## src/rtl/core/trn_pkg.sv

```systemverilog
`timescale 1ns / 1ps

package trn_pkg;

    localparam int MAX_WORDS  = 64;
    localparam int IDX_W      = $clog2(MAX_WORDS);
    localparam int CNT_W      = $clog2(MAX_WORDS + 2);
    localparam int LEN_W      = 7;
    localparam int LABEL_W    = 8;
    localparam int HEAD_W     = 7;
    localparam int WORD_W     = 6;
    localparam int IN_DATA_W  = 16;
    localparam int IN_USER_W  = 3;
    localparam int OUT_DATA_W = 24;

    typedef logic [IDX_W-1:0]   t_idx;
    typedef logic [CNT_W-1:0]   t_cnt;
    typedef logic [LABEL_W-1:0] t_label;

    typedef enum logic [1:0] {
        ACT_SHIFT = 2'd0,
        ACT_SWAP  = 2'd1,
        ACT_LEFT  = 2'd2,
        ACT_RIGHT = 2'd3
    } t_act;

    typedef struct packed {
        t_cnt   ss;
        t_cnt   bs;
        t_act   kind;
        t_idx   sec;
        t_idx   top;
        t_idx   btop;
    } t_exec_in;

    typedef struct packed {
        logic   forbid;
        logic   st_we;
        t_idx   st_addr;
        t_idx   st_wdata;
        logic   bf_we;
        t_idx   bf_addr;
        t_idx   bf_wdata;
        logic   arc_we;
        t_idx   arc_dep;
        t_idx   arc_head;
        t_cnt   ss_nxt;
        t_cnt   bs_nxt;
    } t_exec_out;

endpackage

```

## src/rtl/core/trn_ram.sv

```systemverilog
`timescale 1ns / 1ps

module trn_ram #(
    parameter int WIDTH = 8,
    parameter int DEPTH = 64
) (
    input  logic                     i_clk,
    input  logic                     i_we,
    input  logic [$clog2(DEPTH)-1:0] i_waddr,
    input  logic [WIDTH-1:0]         i_wdata,
    input  logic                     i_re,
    input  logic [$clog2(DEPTH)-1:0] i_raddr,
    output logic [WIDTH-1:0]         o_rdata
);

    logic [WIDTH-1:0] r_mem [DEPTH];
    logic [WIDTH-1:0] r_rdata;

    always_ff @(posedge i_clk) begin
        if (i_we) begin
            r_mem[i_waddr] <= i_wdata;
        end
    end

    // hold read data until the next read
    always_ff @(posedge i_clk) begin
        if (i_re) begin
            r_rdata <= r_mem[i_raddr];
        end
    end

    assign o_rdata = r_rdata;

endmodule

```

## src/rtl/core/trn_arc_store.sv

```systemverilog
`timescale 1ns / 1ps

module trn_arc_store (
    input  logic                          i_clk,
    input  logic                          i_rst_n,
    input  logic                          i_clear,
    input  logic                          i_we,
    input  trn_pkg::t_idx                 i_wdep,
    input  trn_pkg::t_idx                 i_whead,
    input  trn_pkg::t_label               i_wlabel,
    input  logic                          i_re,
    input  trn_pkg::t_idx                 i_raddr,
    output logic signed [trn_pkg::HEAD_W-1:0] o_head,
    output trn_pkg::t_label               o_label
);

    localparam int ARC_W = trn_pkg::IDX_W + trn_pkg::LABEL_W;

    logic [trn_pkg::MAX_WORDS-1:0] r_valid;
    logic                          r_rd_valid;
    logic [ARC_W-1:0]              w_rdata;
    trn_pkg::t_idx                 w_head;

    trn_ram #(
        .WIDTH (ARC_W),
        .DEPTH (trn_pkg::MAX_WORDS)
    ) u_ram (
        .i_clk   (i_clk),
        .i_we    (i_we),
        .i_waddr (i_wdep),
        .i_wdata ({i_whead, i_wlabel}),
        .i_re    (i_re),
        .i_raddr (i_raddr),
        .o_rdata (w_rdata)
    );

    // drop all arcs at once; a word without valid bit reads as no head
    always_ff @(posedge i_clk) begin
        if (!i_rst_n || i_clear) begin
            r_valid <= '0;
        end else if (i_we) begin
            r_valid[i_wdep] <= 1'b1;
        end
    end

    always_ff @(posedge i_clk) begin
        if (!i_rst_n) begin
            r_rd_valid <= 1'b0;
        end else if (i_re) begin
            r_rd_valid <= r_valid[i_raddr];
        end
    end

    assign w_head  = w_rdata[ARC_W-1:trn_pkg::LABEL_W];
    assign o_head  = r_rd_valid ? trn_pkg::HEAD_W'({1'b0, w_head}) : '1;
    assign o_label = r_rd_valid ? w_rdata[trn_pkg::LABEL_W-1:0] : '0;

endmodule

```

## src/rtl/core/trn_exec.sv

```systemverilog
`timescale 1ns / 1ps

module trn_exec (
    input  trn_pkg::t_exec_in  i_req,
    output trn_pkg::t_exec_out o_res
);

    logic          w_shift;
    logic          w_forbid;
    trn_pkg::t_cnt w_ss_m1;
    trn_pkg::t_cnt w_ss_m3;
    trn_pkg::t_cnt w_bs_m1;

    assign w_shift = (i_req.kind == trn_pkg::ACT_SHIFT);
    assign w_ss_m1 = i_req.ss - trn_pkg::t_cnt'(1);
    assign w_ss_m3 = i_req.ss - trn_pkg::t_cnt'(3);
    assign w_bs_m1 = i_req.bs - trn_pkg::t_cnt'(1);

    // legality rules of the transition system
    always_comb begin
        w_forbid = 1'b0;
        if (i_req.kind == trn_pkg::ACT_SWAP &&
            (i_req.ss < trn_pkg::t_cnt'(3) || i_req.sec > i_req.top)) begin
            w_forbid = 1'b1;
        end
        if (w_shift && i_req.bs == trn_pkg::t_cnt'(1)) begin
            w_forbid = 1'b1;
        end
        if (!w_shift && i_req.ss < trn_pkg::t_cnt'(3)) begin
            w_forbid = 1'b1;
        end
        if (w_shift && i_req.bs == trn_pkg::t_cnt'(2) && i_req.ss > trn_pkg::t_cnt'(2)) begin
            w_forbid = 1'b1;
        end
        if (i_req.kind == trn_pkg::ACT_RIGHT && i_req.bs == trn_pkg::t_cnt'(1) &&
            i_req.ss == trn_pkg::t_cnt'(3)) begin
            w_forbid = 1'b1;
        end
    end

    always_comb begin
        o_res        = '0;
        o_res.forbid = w_forbid;
        o_res.ss_nxt = i_req.ss;
        o_res.bs_nxt = i_req.bs;
        if (!w_forbid) begin
            unique case (i_req.kind)
                trn_pkg::ACT_SHIFT: begin
                    if (i_req.ss <= trn_pkg::t_cnt'(trn_pkg::MAX_WORDS)) begin
                        o_res.st_we    = 1'b1;
                        o_res.st_addr  = w_ss_m1[trn_pkg::IDX_W-1:0];
                        o_res.st_wdata = i_req.btop;
                        o_res.ss_nxt   = i_req.ss + trn_pkg::t_cnt'(1);
                        o_res.bs_nxt   = w_bs_m1;
                    end
                end
                trn_pkg::ACT_SWAP: begin
                    if (i_req.bs <= trn_pkg::t_cnt'(trn_pkg::MAX_WORDS)) begin
                        o_res.bf_we    = 1'b1;
                        o_res.bf_addr  = w_bs_m1[trn_pkg::IDX_W-1:0];
                        o_res.bf_wdata = i_req.sec;
                        o_res.bs_nxt   = i_req.bs + trn_pkg::t_cnt'(1);
                        o_res.st_we    = 1'b1;
                        o_res.st_addr  = w_ss_m3[trn_pkg::IDX_W-1:0];
                        o_res.st_wdata = i_req.top;
                        o_res.ss_nxt   = w_ss_m1;
                    end
                end
                trn_pkg::ACT_LEFT: begin
                    o_res.st_we    = 1'b1;
                    o_res.st_addr  = w_ss_m3[trn_pkg::IDX_W-1:0];
                    o_res.st_wdata = i_req.top;
                    o_res.ss_nxt   = w_ss_m1;
                    o_res.arc_we   = 1'b1;
                    o_res.arc_dep  = i_req.sec;
                    o_res.arc_head = i_req.top;
                end
                trn_pkg::ACT_RIGHT: begin
                    o_res.st_we    = 1'b1;
                    o_res.st_addr  = w_ss_m3[trn_pkg::IDX_W-1:0];
                    o_res.st_wdata = i_req.sec;
                    o_res.ss_nxt   = w_ss_m1;
                    o_res.arc_we   = 1'b1;
                    o_res.arc_dep  = i_req.top;
                    o_res.arc_head = i_req.sec;
                end
                default: begin
                    o_res.forbid = w_forbid;
                end
            endcase
        end
    end

endmodule

```

## src/rtl/core/transition_parser_state_machine.sv

```systemverilog
`timescale 1ns / 1ps

// Dependency-parse transition executor (arc-standard with swap).
// Slave channel: one request per transition. tdata = sentence length [6:0],
// relation_label [14:7]; tuser = first_of_sentence [0], action_kind [2:1];
// tlast = last_action. A request with first_of_sentence reloads the buffer
// with words 0..length-1 (word 0 on top) and drops all arcs first.
// Master channel: tdata = word_index [5:0], head_index [12:6] (signed, -1
// for no head), dep_label [20:13]; tuser = status (1 = forbidden, ignored);
// tlast = end_of_run. A non-final request gives one result; the final one
// gives one result per word of the sentence, word 0 first.
// Sequence: accept (reads of the stack and buffer memories issued), execute
// against those memories (write-back in the execute state), then the result
// register loads. A final request then reads the arc memory and loads the
// result register once for each word of the sentence, in turn. One request
// is in flight at a time.
// A stalled receiver holds the output register and the sequencer waits;
// a new request is taken while the last result still waits to be read.
// Reset (synchronous, active low) empties stack and buffer and drops arcs.
module transition_parser_state_machine (
    input  logic                           i_clk,
    input  logic                           i_rst_n,
    input  logic                           i_s_axis_tvalid,
    output logic                           o_s_axis_tready,
    input  logic [trn_pkg::IN_DATA_W-1:0]  i_s_axis_tdata,   // length, relation_label
    input  logic [trn_pkg::IN_USER_W-1:0]  i_s_axis_tuser,   // first_of_sentence, action_kind
    input  logic                           i_s_axis_tlast,
    output logic                           o_m_axis_tvalid,
    input  logic                           i_m_axis_tready,
    output logic [trn_pkg::OUT_DATA_W-1:0] o_m_axis_tdata,   // word_index, head_index, dep_label
    output logic [0:0]                     o_m_axis_tuser,   // status
    output logic                           o_m_axis_tlast
);

    typedef enum logic [4:0] {
        S_IDLE = 5'b00001,
        S_EXEC = 5'b00010,
        S_ONE  = 5'b00100,
        S_RD   = 5'b01000,
        S_LD   = 5'b10000
    } t_state;

    t_state r_state;
    t_state n_state;

    // control state
    trn_pkg::t_cnt   r_ss;
    trn_pkg::t_cnt   r_bs;
    trn_pkg::t_cnt   r_wt;
    trn_pkg::t_cnt   r_blow;
    trn_pkg::t_idx   r_idx;

    // request held for execute
    trn_pkg::t_act   r_kind;
    trn_pkg::t_label r_label;
    logic            r_last;
    logic            r_status;
    trn_pkg::t_idx   r_baddr;

    // result register
    logic                                 r_o_valid;
    logic                                 r_o_status;
    logic [trn_pkg::WORD_W-1:0]           r_o_word;
    logic signed [trn_pkg::HEAD_W-1:0]    r_o_head;
    trn_pkg::t_label                      r_o_label;
    logic                                 r_o_last;

    logic                          w_in_acc;
    logic                          w_out_free;
    logic                          w_first;
    logic [trn_pkg::LEN_W-1:0]     w_len;
    trn_pkg::t_cnt                 w_len_sat;
    trn_pkg::t_cnt                 w_ss;
    trn_pkg::t_cnt                 w_bs;
    trn_pkg::t_cnt                 w_sec_addr;
    trn_pkg::t_cnt                 w_top_addr;
    trn_pkg::t_cnt                 w_btop_addr;
    trn_pkg::t_cnt                 w_orig;
    trn_pkg::t_idx                 w_sec;
    trn_pkg::t_idx                 w_top;
    trn_pkg::t_idx                 w_bmem;
    trn_pkg::t_idx                 w_btop;
    trn_pkg::t_exec_in             w_req;
    trn_pkg::t_exec_out            w_res;
    logic                          w_exec;
    logic signed [trn_pkg::HEAD_W-1:0] w_arc_head;
    trn_pkg::t_label               w_arc_label;
    logic                          w_run_end;
    trn_pkg::t_cnt                 w_live;

    assign w_in_acc   = i_s_axis_tvalid && o_s_axis_tready;
    assign w_out_free = !r_o_valid || i_m_axis_tready;
    assign w_first    = i_s_axis_tuser[0];
    assign w_len      = i_s_axis_tdata[trn_pkg::LEN_W-1:0];
    assign w_exec     = (r_state == S_EXEC);

    // clamp the sentence length to 1..MAX_WORDS
    always_comb begin
        if (w_len == '0) begin
            w_len_sat = trn_pkg::t_cnt'(1);
        end else if (w_len > trn_pkg::MAX_WORDS) begin
            w_len_sat = trn_pkg::t_cnt'(trn_pkg::MAX_WORDS);
        end else begin
            w_len_sat = trn_pkg::t_cnt'(w_len);
        end
    end

    // counts as seen by this request, after an optional reload
    assign w_ss        = w_first ? trn_pkg::t_cnt'(1) : r_ss;
    assign w_bs        = w_first ? w_len_sat + trn_pkg::t_cnt'(1) : r_bs;
    assign w_sec_addr  = w_ss - trn_pkg::t_cnt'(3);
    assign w_top_addr  = w_ss - trn_pkg::t_cnt'(2);
    assign w_btop_addr = w_bs - trn_pkg::t_cnt'(2);

    // stack: two copies written alike give the second read port
    trn_ram #(
        .WIDTH (trn_pkg::IDX_W),
        .DEPTH (trn_pkg::MAX_WORDS)
    ) u_stack_sec (
        .i_clk   (i_clk),
        .i_we    (w_exec && w_res.st_we),
        .i_waddr (w_res.st_addr),
        .i_wdata (w_res.st_wdata),
        .i_re    (w_in_acc),
        .i_raddr (w_sec_addr[trn_pkg::IDX_W-1:0]),
        .o_rdata (w_sec)
    );

    trn_ram #(
        .WIDTH (trn_pkg::IDX_W),
        .DEPTH (trn_pkg::MAX_WORDS)
    ) u_stack_top (
        .i_clk   (i_clk),
        .i_we    (w_exec && w_res.st_we),
        .i_waddr (w_res.st_addr),
        .i_wdata (w_res.st_wdata),
        .i_re    (w_in_acc),
        .i_raddr (w_top_addr[trn_pkg::IDX_W-1:0]),
        .o_rdata (w_top)
    );

    trn_ram #(
        .WIDTH (trn_pkg::IDX_W),
        .DEPTH (trn_pkg::MAX_WORDS)
    ) u_buffer (
        .i_clk   (i_clk),
        .i_we    (w_exec && w_res.bf_we),
        .i_waddr (w_res.bf_addr),
        .i_wdata (w_res.bf_wdata),
        .i_re    (w_in_acc),
        .i_raddr (w_btop_addr[trn_pkg::IDX_W-1:0]),
        .o_rdata (w_bmem)
    );

    // Buffer slots below the lowest swap write since reload still hold
    // their reload value, word_total-1-slot; compute it instead of filling.
    assign w_orig = r_wt - trn_pkg::t_cnt'(1) - trn_pkg::t_cnt'(r_baddr);
    assign w_btop = (trn_pkg::t_cnt'(r_baddr) >= r_blow) ? w_bmem
                                                         : w_orig[trn_pkg::IDX_W-1:0];

    always_comb begin
        w_req       = '0;
        w_req.ss    = r_ss;
        w_req.bs    = r_bs;
        w_req.kind  = r_kind;
        w_req.sec   = w_sec;
        w_req.top   = w_top;
        w_req.btop  = w_btop;
    end

    trn_exec u_exec (
        .i_req (w_req),
        .o_res (w_res)
    );

    trn_arc_store u_arcs (
        .i_clk    (i_clk),
        .i_rst_n  (i_rst_n),
        .i_clear  (w_in_acc && w_first),
        .i_we     (w_exec && w_res.arc_we),
        .i_wdep   (w_res.arc_dep),
        .i_whead  (w_res.arc_head),
        .i_wlabel (r_label),
        .i_re     (r_state == S_RD),
        .i_raddr  (r_idx),
        .o_head   (w_arc_head),
        .o_label  (w_arc_label)
    );

    assign w_run_end = (trn_pkg::t_cnt'(r_idx) + trn_pkg::t_cnt'(1) == r_wt);

    always_comb begin
        n_state = r_state;
        unique case (r_state)
            S_IDLE: begin
                if (w_in_acc) begin
                    n_state = S_EXEC;
                end
            end
            S_EXEC: begin
                if (!r_last || r_wt == '0) begin
                    n_state = S_ONE;
                end else begin
                    n_state = S_RD;
                end
            end
            S_ONE: begin
                if (w_out_free) begin
                    n_state = S_IDLE;
                end
            end
            S_RD: begin
                n_state = S_LD;
            end
            S_LD: begin
                if (w_out_free) begin
                    n_state = w_run_end ? S_IDLE : S_RD;
                end
            end
            default: begin
                n_state = S_IDLE;
            end
        endcase
    end

    always_ff @(posedge i_clk) begin
        if (!i_rst_n) begin
            r_state <= S_IDLE;
        end else begin
            r_state <= n_state;
        end
    end

    // sentence counts: reload on accepting a first_of_sentence request, update on execute
    always_ff @(posedge i_clk) begin
        if (!i_rst_n) begin
            r_ss   <= trn_pkg::t_cnt'(1);
            r_bs   <= trn_pkg::t_cnt'(1);
            r_wt   <= '0;
            r_blow <= trn_pkg::t_cnt'(trn_pkg::MAX_WORDS);
        end else if (w_in_acc && w_first) begin
            r_ss   <= trn_pkg::t_cnt'(1);
            r_bs   <= w_len_sat + trn_pkg::t_cnt'(1);
            r_wt   <= w_len_sat;
            r_blow <= trn_pkg::t_cnt'(trn_pkg::MAX_WORDS);
        end else if (w_exec) begin
            r_ss <= w_res.ss_nxt;
            r_bs <= w_res.bs_nxt;
            if (w_res.bf_we && trn_pkg::t_cnt'(w_res.bf_addr) < r_blow) begin
                r_blow <= trn_pkg::t_cnt'(w_res.bf_addr);
            end
        end
    end

    // hold the request fields for the execute cycle
    always_ff @(posedge i_clk) begin
        if (w_in_acc) begin
            r_kind  <= trn_pkg::t_act'(i_s_axis_tuser[2:1]);
            r_label <= i_s_axis_tdata[trn_pkg::LEN_W +: trn_pkg::LABEL_W];
            r_last  <= i_s_axis_tlast;
            r_baddr <= w_btop_addr[trn_pkg::IDX_W-1:0];
        end
        if (w_exec) begin
            r_status <= w_res.forbid;
        end
    end

    // word counter of the final run
    always_ff @(posedge i_clk) begin
        if (w_exec) begin
            r_idx <= '0;
        end else if (r_state == S_LD && w_out_free) begin
            r_idx <= r_idx + trn_pkg::t_idx'(1);
        end
    end

    // result register: load when empty or being drained
    always_ff @(posedge i_clk) begin
        if (!i_rst_n) begin
            r_o_valid <= 1'b0;
        end else if (w_out_free && (r_state == S_ONE || r_state == S_LD)) begin
            r_o_valid <= 1'b1;
        end else if (i_m_axis_tready) begin
            r_o_valid <= 1'b0;
        end
    end

    always_ff @(posedge i_clk) begin
        if (w_out_free && r_state == S_ONE) begin
            r_o_status <= r_status;
            r_o_word   <= '0;
            r_o_head   <= '0;
            r_o_label  <= '0;
            r_o_last   <= 1'b1;
        end else if (w_out_free && r_state == S_LD) begin
            r_o_status <= r_status;
            r_o_word   <= trn_pkg::WORD_W'(r_idx);
            r_o_head   <= w_arc_head;
            r_o_label  <= w_arc_label;
            r_o_last   <= w_run_end;
        end
    end

    assign o_s_axis_tready   = (r_state == S_IDLE);
    assign o_m_axis_tvalid   = r_o_valid;
    assign o_m_axis_tdata    = {3'b000, r_o_label, r_o_head, r_o_word};
    assign o_m_axis_tuser[0] = r_o_status;
    assign o_m_axis_tlast    = r_o_last;

    assign w_live = (r_ss - trn_pkg::t_cnt'(1)) + (r_bs - trn_pkg::t_cnt'(1));

    a_req_goes_to_exec: assert property (@(posedge i_clk) disable iff (!i_rst_n)
        w_in_acc |=> (r_state == S_EXEC))
        else $error("accepted request did not enter execute");

    a_stack_bound: assert property (@(posedge i_clk) disable iff (!i_rst_n)
        (r_ss >= trn_pkg::t_cnt'(1)) && (r_ss <= trn_pkg::t_cnt'(trn_pkg::MAX_WORDS + 1)))
        else $error("stack count out of range");

    a_words_conserved: assert property (@(posedge i_clk) disable iff (!i_rst_n)
        (r_state == S_IDLE) |-> (w_live <= r_wt))
        else $error("stack and buffer hold more words than the sentence");

    a_run_index: assert property (@(posedge i_clk) disable iff (!i_rst_n)
        (r_state == S_LD) |-> (trn_pkg::t_cnt'(r_idx) < r_wt))
        else $error("run index beyond word count");

    a_run_from_exec: assert property (@(posedge i_clk) disable iff (!i_rst_n)
        (r_state == S_EXEC) && r_last && (r_wt != '0) |=> (r_state == S_RD) && (r_idx == '0))
        else $error("final run did not start at word zero");

endmodule
```

## config.mk

```make
export PLATFORM = sky130hd
export DESIGN_NAME = transition_parser_state_machine
export DESIGN_NICKNAME = d
export VERILOG_FILES = /design/src/rtl/core/trn_pkg.sv /design/src/rtl/core/trn_ram.sv /design/src/rtl/core/trn_arc_store.sv /design/src/rtl/core/trn_exec.sv /design/src/rtl/core/transition_parser_state_machine.sv
export SDC_FILE = /design/constraint.sdc
export NUM_CORES = 2
export LEC_CHECK = 0
export BUFFER_PORTS_ARGS = -buffer_cell sky130_fd_sc_hd__buf_2
export CAP_MARGIN = 20
export CORE_MARGIN = 10
export CORE_UTILIZATION = 60
export CTS_CLUSTER_DIAMETER = 50
export DETAILED_ROUTE_END_ITERATION = 8
export PLACE_DENSITY = 0.76
export RECOVER_POWER = 100
export SYNTH_ARGS = -nofsm -noshare
export SYNTH_HDL_FRONTEND = slang
export SYNTH_SLANG_ARGS = --single-unit
```

## constraint.sdc

```tcl
create_clock -name i_clk -period 8.17 [get_ports i_clk]
set_clock_uncertainty 0.15 [all_clocks]
set_input_delay 1.2255 -clock i_clk [delete_from_list [all_inputs] [get_ports i_clk]]
set_output_delay 1.2255 -clock i_clk [all_outputs]
set_load 0.01 [all_outputs]
```

==> reports/qor.yml <==
run_status:
  status: "finished, violations left"
  violations: "max-capacitance violations, max-slew violations"
power:
  power_frac_seq: 0.532
  switching_share: 0.2139
  ir_drop_mv: 0.2168
  leakagePower_nw: 27.08
  p_per_area_nw_per_um2: 229.3
  p_sw_mw: 4.180
  finalPower_mw: 19.54
  p_int_mw: 15.36
  p_comb_frac: 0.041
  power.share.clock: 0.427
clocking:
  cts_made_buffers: 186
  worstSkewPairLatency_ps: 810
  clk_pin_slew_ps: 60
  cts-root-buf: "clkbuf_16"
  post_cts_resized: 0
  ctsHoldBuffers: 0
  cts_sinks: 1842
  post_cts_buffers: 0
  clockBufferDepth: 3
  cts_tree: "yes"
  htree_levels: 4
critical_path:
  cp.arrival_ps: 6530
  rr_worst_depth: 7
  endpoint_kind: "register"
  required_ps: 8180
  path_class: "reg -> reg"
  cp_max_fo: 64
  start_kind: "register"
worst_hold_path:
  hold_path_depth: 2
  holdCritPathClass: "reg -> reg"
timing:
  max_freq_mhz: 153.5
  rsz0062_at_grt: "no"
  finalWorstSetupSlack_ps: 1653
  hold_viol_final: 0
  setup_viol: 0
  period_minus_slack_ps: 6517
  slew_viol_final: 1111
  max-slew-margin-rel: -1.478
  finalSetupTns_ps: 0
  tightest_slew_ps: 3718
  timing.final.crit_share: 0.7976
place:
  io_buffers: 47
  postPlaceCellArea_um2: 79640
  place_congestion: 0.8620
  place_ws_ps: 2113
  dpl.hpwl_um: 109200
  dp_cells: 6141
drt:
  wirelength_um: 187500
  postRouteAntennaNets: 0
  wire_per_inst_um: 28.90
  viasPerCell: 6.702
  firstDrtPassIters: 8
  drc: 0
  drtIter0Drc: 5518
  vias: 43477
floorplan:
  die_w_um: 378.7
  initial_utilization: 0.6045
  core_um2: 127700
  ios: 52
  die_h_um: 378.7
  die-area_um2: 143400
  rows: 131
logic_synthesis:
  ys_ff_latch: 1842
  synth_xor_area_frac: 0.004766
  ys.flop_type: "edfxtp_1"
  synth-warning-count: 0
  ys_seq_area_frac: 0.7002
  yosys.area_share.simple: 0.06942
  synth_fa_ha_area_frac: 0.006225
  synth.area.mux_share: 0.1502
  synth_top_family_by_area: "multiplexers"
  synth_compound_area_frac: 0.05147
  ys_types: 80
  synth_edf_count: 1715
  ys_async_sr_fraction: 0
  syn_avg_cell_area_um2: 16.80
  synth_area_um2: 77180
  synthCells: 4593
job:
  drv_cap: 20
finish:
  final_cells: 6487
  final_nets: 4732
  drive_above_1_share: 0.1775
  design_area_um2: 85220
  syn2layout_area_growth_pct: 10.42
  n_fill_cell: 8308
global_routing:
  grt_pass1_vias: 43087
  grt_pass1_wl_um: 280100
  grt_remaining_overflow: 0
  grt_max_degree: 176
  antenna_found_initial: 7
  grt_use_total: 0.2617
[critical path, cell delays in order, from the launching register on]
cell and delay, ps:
edfxtp_1 830, clkbuf_1 960, nor2b_1 750, nand2_1 390, nor3_1 230, buf_4 220
and2_2 150, clkbuf_1 2130
[path summary, 6_finish.rpt]
kind                    start                    to  slack (ps)
setup / recovery    r_kind[0]  u_buffer.r_mem[6][1]        1650
hold / removal    r_o_word[2]           r_o_word[2]         310
setup reg to reg    r_kind[0]  u_buffer.r_mem[6][1]        1650
hold reg to reg   r_o_word[2]           r_o_word[2]         310
[cells by family (layout without fill, tap and decap cells)]
| logic type | count (synthesis) | after routing |
|---|---|---|
| DFF | 1842 | 1842 |
| and+or+nand+nor | 1179 | 1179 |
| muxes | 583 | 583 |
| AOI/OAI and AO/OA | 564 | 564 |
| buffers and inverters | 344 | 572 |
| xor gates and xnor gates | 42 | 42 |
| adders and majority gates | 38 | 38 |
| other | 1 | 5 |
[area by class of cell]
cell class / count / area [um^2] / share of cell area
Clock buffer: 236 / 5082 / 0.05964
Antenna cell: 2 / 5.005 / 0.00005873
Sequential cell: 1842 / 54060 / 0.6343
Inverter: 44 / 168.9 / 0.001982
Multi-Input combinational cell: 2409 / 21900 / 0.2570
Timing Repair Buffer: 188 / 1015 / 0.01191
Tap cell: 1662 / 2079 / 0.02440
Clock inverter: 104 / 910.9 / 0.01069
[cell usage after synthesis, types with 39 or more instances]
library cell | n | share of area
and2_1 | 52 | 0.0042
a31oi_1 | 96 | 0.0078
inv_1 | 41 | 0.0020
clkbuf_1 | 228 | 0.011
and3_1 | 84 | 0.0068
o21a_1 | 48 | 0.0047
nand2_1 | 442 | 0.021
edfxtp_1 | 1715 | 0.67
mux2i_1 | 115 | 0.015
dfxtp_1 | 127 | 0.033
a311oi_1 | 48 | 0.0054
a211oi_1 | 95 | 0.0092
a21oi_1 | 117 | 0.0076
mux4_2 | 459 | 0.13
nand3_1 | 146 | 0.0095
buf_1 | 39 | 0.0019
nor2_1 | 310 | 0.015
[per-layer routing]
layer | part of all wire | track usage | wire length (um)
met5 | 0.00032 | 0 | 60
met3 | 0.099 | 0.05916 | 18470
met1 | 0.38 | 0.3553 | 70840
met2 | 0.49 | 0.4194 | 91190
met4 | 0.037 | 0.09373 | 6927
[cells in the final DEF, fill, tap and decap left out, drive strengths merged, types with 12 or more instances in the layout]
| cell | count |
|---|---|
| edfxtp | 1715 |
| mux4 | 459 |
| nand2 | 442 |
| clkbuf | 354 |
| nor2 | 315 |
| nand3 | 146 |
| dfxtp | 127 |
| a21oi | 117 |
| mux2i | 115 |
| a31oi | 97 |
| a211oi | 95 |
| and3 | 84 |
| buf | 70 |
| clkinv | 66 |
| inv | 54 |
| and2 | 52 |
| o21a | 48 |
| a311oi | 48 |
| o21ai | 41 |
| ha | 36 |
| nor3 | 33 |
| nor2b | 32 |
| xnor2 | 26 |
| o221ai | 18 |
| xor2 | 16 |
| clkinvlp | 16 |
| a32oi | 15 |
| a32o | 14 |
| nor4 | 14 |
| a311o | 13 |
| nand4 | 12 |
| nand2b | 12 |
| bufinv | 12 |
[power by group through the flow]
stage          combinational (mW)  sequential, mW  clock, mW
2_1_floorplan               0.486            10.6          0
3_3_place_gp                0.760            10.6          0
3_5_place_dp                0.786            10.6          0
4_1_cts                     0.792            10.4       8.44
5_1_grt                     0.859            10.4       8.81
6_report                    0.798            10.4       8.35
[stage by stage]
stage | utilization | hold WS, ps
floorplan | - | 250.3
global placement | 0.6236 | 281.9
detailed placement | 0.6238 | 298.3
CTS | 0.6707 | 306.5
global route | 0.6674 | 332.1
finish | 0.6674 | 305.3
[flip-flops by register name, indices dropped and copies added, names as in the netlist, 2 cells and up]
name,count
r_baddr,6
r_blow,7
r_bs,7
r_idx,6
r_kind,2
r_label,8
r_o_head,7
r_o_label,8
r_o_word,6
r_ss,7
r_state,5
r_wt,7
u_arcs.r_valid,64
u_arcs.u_ram.o_rdata,14
u_arcs.u_ram.r_mem,896
u_buffer.o_rdata,6
u_buffer.r_mem,384
u_stack_sec.o_rdata,6
u_stack_sec.r_mem,174
u_stack_top.o_rdata,6
u_stack_top.r_mem,210
Note: power is estimated with default switching activity, not from simulation.
